[src/hw/rtl/hbs_pkg.sv]
// Shared constants and types of the height-map bilinear sampler.
package hbs_pkg;

  localparam int MAP_SIZE_LOG2_DEF = 8;
  localparam int SAMPLE_W          = 8;
  localparam int COORD_W           = 16;
  localparam int ADDR_W            = 16;
  localparam int HEIGHT_W          = 16;
  localparam int FRAC_W            = 8;
  localparam int BANK_AW_DEF       = 14;

  localparam logic OP_WRITE = 1'b0;
  localparam logic OP_QUERY = 1'b1;

  // Corner samples as read from the four banks, indexed by {x parity, z parity}.
  typedef logic [3:0][SAMPLE_W-1:0] corners_t;

  // Per-query control that travels alongside the bank reads.
  typedef struct packed {
    logic [FRAC_W-1:0] fx;
    logic [FRAC_W-1:0] fz;
    logic              x_same;
    logic              z_same;
    logic              x1_odd;
    logic              z1_odd;
  } blend_ctl_t;

endpackage

[src/hw/rtl/hbs_blend.sv]
// Two-stage blend: Z interpolation, then X interpolation with rounding.
module hbs_blend (
  input  logic                         clk,
  input  logic                         rst_n,
  input  logic                         in_v,
  input  hbs_pkg::corners_t            corners,
  input  hbs_pkg::blend_ctl_t          ctl,
  output logic                         ready,
  output logic                         out_valid,
  input  logic                         out_stall,
  output logic [hbs_pkg::HEIGHT_W-1:0] out_height
);
  import hbs_pkg::*;

  logic [SAMPLE_W-1:0] h11, h12, h21, h22;
  logic [1:0]          i11, i12, i21, i22;
  logic signed [8:0]   dz_a, dz_b;
  logic signed [17:0]  pz_a, pz_b, a_full, b_full;
  logic [15:0]         a_r, b_r;
  logic [FRAC_W-1:0]   fx_r;
  logic                v2_r;
  logic signed [16:0]  dx;
  logic signed [25:0]  px, t;
  logic                ov_r;
  logic [HEIGHT_W-1:0] height_r;
  logic                rdy3;

  assign rdy3  = !ov_r || !out_stall;
  assign ready = !v2_r || rdy3;

  // corner pick; clamped axes reuse the low-cell samples
  assign i11 = {ctl.x1_odd, ctl.z1_odd};
  assign i12 = {ctl.x1_odd, !ctl.z1_odd};
  assign i21 = {!ctl.x1_odd, ctl.z1_odd};
  assign i22 = {!ctl.x1_odd, !ctl.z1_odd};
  assign h11 = corners[i11];
  assign h12 = ctl.z_same ? h11 : corners[i12];
  assign h21 = ctl.x_same ? h11 : corners[i21];
  assign h22 = ctl.x_same ? h12 : (ctl.z_same ? h21 : corners[i22]);

  // a = h11*256 + (h12-h11)*fz
  assign dz_a   = $signed({1'b0, h12}) - $signed({1'b0, h11});
  assign dz_b   = $signed({1'b0, h22}) - $signed({1'b0, h21});
  assign pz_a   = dz_a * $signed({1'b0, ctl.fz});
  assign pz_b   = dz_b * $signed({1'b0, ctl.fz});
  assign a_full = $signed({2'b00, h11, 8'h00}) + pz_a;
  assign b_full = $signed({2'b00, h21, 8'h00}) + pz_b;

  always_ff @(posedge clk) begin
    if (!rst_n) begin
      v2_r <= 1'b0;
    end else if (ready) begin
      v2_r <= in_v;
    end
  end

  always_ff @(posedge clk) begin
    if (ready && in_v) begin
      a_r  <= a_full[15:0];
      b_r  <= b_full[15:0];
      fx_r <= ctl.fx;
    end
  end

  // t = a*256 + (b-a)*fx, rounded half up to Q8.8
  assign dx = $signed({1'b0, b_r}) - $signed({1'b0, a_r});
  assign px = dx * $signed({1'b0, fx_r});
  assign t  = $signed({2'b00, a_r, 8'h00}) + px + 26'sd128;

  always_ff @(posedge clk) begin
    if (!rst_n) begin
      ov_r <= 1'b0;
    end else if (rdy3) begin
      ov_r <= v2_r;
    end
  end

  always_ff @(posedge clk) begin
    if (rdy3 && v2_r) begin
      height_r <= t[23:8];
    end
  end

  assign out_valid  = ov_r;
  assign out_height = height_r;

endmodule

[config.mk]
export PLATFORM = sky130hd
export DESIGN_NAME = hbs_blend
export DESIGN_NICKNAME = d
export VERILOG_FILES = /design/src/hw/rtl/hbs_pkg.sv /design/src/hw/rtl/hbs_blend.sv
export SDC_FILE = /design/constraint.sdc
export NUM_CORES = 1
export LEC_CHECK = 0
export BUFFER_PORTS_ARGS = -buffer_cell sky130_fd_sc_hd__buf_2
export CAP_MARGIN = 20
export CORE_MARGIN = 3
export CORE_UTILIZATION = 30
export CTS_BUF_LIST = sky130_fd_sc_hd__clkbuf_8
export DETAILED_ROUTE_END_ITERATION = 10
export PLACE_DENSITY_LB_ADDON = 0.1
export SETUP_SLACK_MARGIN = 0.1
export SYNTH_ARGS = -nofsm -noshare
export SYNTH_HDL_FRONTEND = slang
export SYNTH_SLANG_ARGS = --single-unit
[constraint.sdc]
create_clock -name clk -period 21 [get_ports clk]
set_input_delay 0 -clock clk [delete_from_list [all_inputs] [get_ports clk]]
set_output_delay 0 -clock clk [all_outputs]
set_load 0.005 [all_outputs]
# Yosys cells after proc, flatten, opt, wreduce, memory -nomap -nowiden
# Cells that the tools add are included.
dict set report classes {
  addsub 7
  multipliers 3
  n_div 0
  magnitude_cmp 4
  eq_ne 0
  shifts 0
  n_mux 12
  bitwise_logic 0
  n_reduce_logical 9
}
# op count
set op_table {}
lappend op_table {{8-bit binary-select mux with 2-bit select} 4}
lappend op_table {{8-bit two-way mux} 8}
lappend op_table {{16-bit adder} 2}
lappend op_table {{9-bit by 9-bit multiplier with 16-bit output} 2}
lappend op_table {{24-bit adder} 1}
lappend op_table {{24-bit by 9-bit adder with 24-bit output, second input constant} 1}
lappend op_table {{17-bit by 9-bit multiplier with 24-bit output} 1}
lappend op_table {{8-bit by 8-bit subtractor with 9-bit output} 2}
lappend op_table {{16-bit by 16-bit subtractor with 17-bit output} 1}
lappend op_table {{2-bit by 3-bit less-than comparator with 1-bit output, second input constant} 4}
lappend op_table {{1-bit logical NOT} 5}
lappend op_table {{1-bit logical AND} 2}
lappend op_table {{1-bit logical OR} 2}
dict set report totals {
  regBits 58
  latch_bits 0
  ram_bits 0
  rom_bits 0
  inputBits 56
  output_inout_bits 18
  elab_cells 41
  mem_count 0
}

# Longest topological paths before layout
dict set report depth {
  word_depth 9
  mapped_depth 34
  mapped_depth_nobuf 32
}

# Worst setup path after synthesis
# No wires, ideal clock.
dict set report synth_path {
  path_type {input -> register}
  start {input ctl[0] (netlist bit)}
  end {register b_r[15] (data pin)}
  setup_time_ns 0.261
  arrival_ns 6.909
  t_required_ns 20.739
  path_slack_ns 13.830
  path_stages 32
  path_buffers 2
  path_cell_list {clkbuf_1 buf_2 mux4_2 mux2_2 o21ai_0 inv_1 ha_1 nor2b_1 o21ai_0 a21boi_0 o21a_1 o21ai_0 a21oi_1 o21ai_1 nand3_1 fa_1 inv_1 fa_1 inv_1 fa_1 inv_1 fa_1 ha_1 ha_1 nor2b_1 o21ai_0 a21boi_0 o21ai_0 nand2b_1 a31oi_1 o21ai_0 xnor2_1}
}
dict set report synth_between {
  elab_chain_cells 8
  elab_cells_between_ends 16
  cone_classes {2 x add/sub; 1 x mul; 12 x mux; 1 x reduce/logical}
}
# element line
set synth_rtl {}
lappend synth_rtl {{start, declared} hbs_blend.sv:7} ;# input hbs_pkg::blend_ctl_t ctl,
lappend synth_rtl {{8-bit binary-select mux with 2-bit select, or another cell as far along} hbs_blend.sv:38} ;# assign h21 = ctl.x_same ? h11 : corners[i21];
lappend synth_rtl {{8-bit two-way mux (implied by the code), or another cell as far along} hbs_blend.sv:38}
lappend synth_rtl {{8-bit two-way mux (on tied branches)} {hbs_blend.sv:38, hbs_blend.sv:37, hbs_blend.sv:39}}
lappend synth_rtl {{8-bit two-way mux (on tied branches)} {hbs_blend.sv:39, hbs_blend.sv:37}}
lappend synth_rtl {{8-bit two-way mux} hbs_blend.sv:39} ;# assign h22 = ctl.x_same ? h12 : (ctl.z_same ? h21 : corners[i22]);
lappend synth_rtl {{8-bit by 8-bit subtractor with 9-bit output} hbs_blend.sv:43} ;# assign dz_b = $signed({1'b0, h22}) - $signed({1'b0, h21});
lappend synth_rtl {{9-bit by 9-bit multiplier with 16-bit output} hbs_blend.sv:45} ;# assign pz_b = dz_b * $signed({1'b0, ctl.fz});
lappend synth_rtl {{16-bit adder (*)} hbs_blend.sv:47} ;# assign b_full = $signed({2'b00, h21, 8'h00}) + pz_b;
lappend synth_rtl {{net b_full[15]} hbs_blend.sv:18} ;# logic signed [17:0] pz_a, pz_b, a_full, b_full;
lappend synth_rtl {{end signal, assigned} hbs_blend.sv:60} ;# b_r <= b_full[15:0];
lappend synth_rtl {{end, declared} hbs_blend.sv:19} ;# logic [15:0] a_r, b_r;
# The timed path passes the listed nets; every way through them passes the cells marked *. The select of a mux whose other input is x is not followed.
# A chain may end at the register's enable or synchronous reset.

# Final worst setup path
dict set report layout_path {
  start {register a_r[0]}
  end {register height_r[14], in the netlist out_height[14] (data pin)}
}
dict set report layout_between {
  elab_chain_cells 4
}
# element line
set layout_rtl {}
lappend layout_rtl {{start, declared} hbs_blend.sv:19}
lappend layout_rtl {{start signal, assigned} hbs_blend.sv:59} ;# a_r <= a_full[15:0];
lappend layout_rtl {{16-bit by 16-bit subtractor with 17-bit output} hbs_blend.sv:66} ;# assign dx = $signed({1'b0, b_r}) - $signed({1'b0, a_r});
lappend layout_rtl {{17-bit by 9-bit multiplier with 24-bit output} hbs_blend.sv:67} ;# assign px = dx * $signed({1'b0, fx_r});
lappend layout_rtl {{24-bit adder (*)} hbs_blend.sv:68} ;# assign t = $signed({2'b00, a_r, 8'h00}) + px + 26'sd128;
lappend layout_rtl {{24-bit by 9-bit adder with 24-bit output (*)} hbs_blend.sv:68}
lappend layout_rtl {{net t[22]} hbs_blend.sv:23} ;# logic signed [25:0] px, t;
lappend layout_rtl {{end signal, assigned} hbs_blend.sv:80} ;# height_r <= t[23:8];
lappend layout_rtl {{end, declared} hbs_blend.sv:25} ;# logic [HEIGHT_W-1:0] height_r;
# The timed path passes the listed nets; every way through them passes the cells marked *.

==> metrics.cfg <==
[finish]
nFillCells=4900
fin_area_mm2=0.0156
drive_gt1_share_pct=9.02
multiInputGateArea_mm2=0.0111
syn_to_final_growth_pct=9.41
nets=2007
register_area_mm2=0.00172

[logic_synthesis]
ys_ff_latch=58
synth_nets=1944
synth_area_leaders=fa_1, ha_1, edfxtp_1
synth_common_cells=inv_1, fa_1, ha_1, nand2_1, and2_1
yosys.cell_types.count=57
async_reset_ff_share_pct=0
synth_area_leader_cell=fa_1
synth.cell_area_mm2=0.0143
yosysSeqAreaShare_pct=12.1
avgSynthCellArea_um2=9.54
synth_top_area_share_pct=34.1
synth-edff-count=56
synthCells=1496
ys.flop_type=edfxtp_1
ys_warn_count=0
synth_most_common_cell=inv_1

[floorplan]
die-area_mm2=0.0502
ios=74
fp.dieW_um=224
fp-row-count=79
core_mm2=0.0468
die_h_um=224
start_util_pct=30.5

[route]
drtIter0Drc=328
viasPerCell=4.52
vias=9814
drc=0
wl_um=34800
wl_per_cell_um=16.0
firstDrtPassIters=6
ant_nets=0

[clocking]
cts_hold_buf=12
clock_latency_ps=390
cts_resized=0
cts_sinks=58
cts_tree=yes
clock_path_buffers=2
cts_setup_buffers=0
htree_levels=3
cts_buffers=9
cts-root-buf=clkbuf_8
clkTransAtPathRegs_ps=80

[critical_path]
crit_required_ps=21130
crit_arrival_ps=8010
crit_fanout=8
r2r_slack_ps=13120
end_kind=flop
crit_type=flop to flop
cp-start-kind=flop

[global_route]
grt_max_degree=41
overflow=0
antenna_found_initial=0
track_usage_pct=14.9
grt_pass1_vias=10892
grt_pass1_wl_um=58500

[timing]
fmax_mhz=127
setup_tns_ps=0
fin_ws_ps=13120
rsz0062_at_grt=false
worstMarginPinSlew_ps=1030
hold_slack_ps=180
relSlewSlack_pct=31.4
period_share_pct=37.5
clock_skew_ps=13.9
min_period_ps=7880
slew_viol_final=0
final-setup-viol-count=0
finalHoldViolCount=0

[placement]
dpl.hpwl_um=29100
dp_slack_ps=12800
gp_congestion=0.769
placed_area_mm2=0.0153
io_buffers=73

[flow_run]
drv_cap=0

[min_path]
min-delay-path-class=input port to flop

[run_status]
status=complete, no violations

[cell usage in the layout (no fill, tap or decap), drive strengths merged, types with 2 or more instances in the layout]
cell and count:
ha 149, a21oi 38, o211ai 3, clkbuf 9, buf 76, nand2 144, mux2 14, o21ai 49
and2 124, dlygate4sd3 12, dfxtp 2, clkinv 3, bufinv 2, or2 3, clkinvlp 2, nand4 4
a21o 16, nor2 19, a211oi 2, nand3 16, nor2b 36, and3 10, or3 3, mux4 20
mux2i 9, nand2b 13, o21a 6, nor3 11, inv 347, xor2 23, o2111ai 2, o21bai 6
a21boi 7, fa 243, nor4 3, a31oi 11, xnor2 58, edfxtp 56, or4 2
[critical path, stage by stage (launching register included)]
cell	delay [ps]
edfxtp_1	480
ha_1	210
inv_1	60
fa_1	410
a211oi_1	350
o21ai_0	200
nand3_1	150
a31oi_1	180
xor2_1	610
nand2_1	180
fa_1	580
inv_1	60
fa_1	480
fa_1	510
fa_1	490
inv_1	40
fa_1	480
inv_1	50
ha_1	330
a21o_1	230
a2111oi_2	390
o21ai_1	160
a21oi_2	310
o21ai_1	140
or2_1	250
a211oi_1	230
a21oi_1	70
[final timing paths]
kind / from / end / depth (start not counted)
setup reg to reg: a_r[0] / out_height[14] / 26
hold reg to reg: out_valid / out_height[9] / 2
hold / removal: out_stall / out_height[9] / 3
setup / recovery: a_r[0] / out_height[14] / 26
[registers in the layout, summed over array words and instances, names as in the netlist]
register / cells
fx_r: 8
out_valid: 1
out_height: 16
a_r: 16
b_r: 16
v2_r: 1
[area by class of cell]
cell class                      count  area share, %
Sequential cell                    58           11.0
Inverter                          347           8.34
Antenna cell                        1         0.0160
Multi-Input combinational cell   1055           71.1
Tap cell                          607           4.86
Clock buffer                        9          0.793
Clock inverter                      7          0.601
Timing Repair Buffer               88           3.25
[stage by stage]
stage | utilization (%) | instances
finish | 33.4 | 2172
global route | 33.4 | 2171
floorplan | - | 1496
CTS | 33.4 | 2171
detailed placement | 32.7 | 2143
global placement | 32.7 | 2143
[routing by layer]
layer / global-route usage (%) / up-vias / wire length (um)
met5: 0 / - / 0
met4: 3.18 / 0 / 490
met3: 1.76 / 20 / 755
met2: 27.7 / 87 / 18100
met1: 18.5 / 4926 / 15400
li1: - / 4781 / -
[cell families (layout without fill, tap and decap cells)]
| group | Yosys count | count (layout) | share of synthesized area, % |
|---|---|---|---|
| simple gates | 393 | 393 | 14.3 |
| fa+ha+maj | 392 | 392 | 47.1 |
| buf+inv | 383 | 451 | 10.2 |
| compound gates | 146 | 146 | 6.32 |
| xor+xnor | 81 | 81 | 5.10 |
| flops | 58 | 58 | 12.1 |
| mux | 43 | 43 | 4.89 |
| other cells | 0 | 1 | 0 |
Power is left out: the tool's default activity adds up to more than one toggle a clock period on the data nets, which glitch-free logic cannot reach.
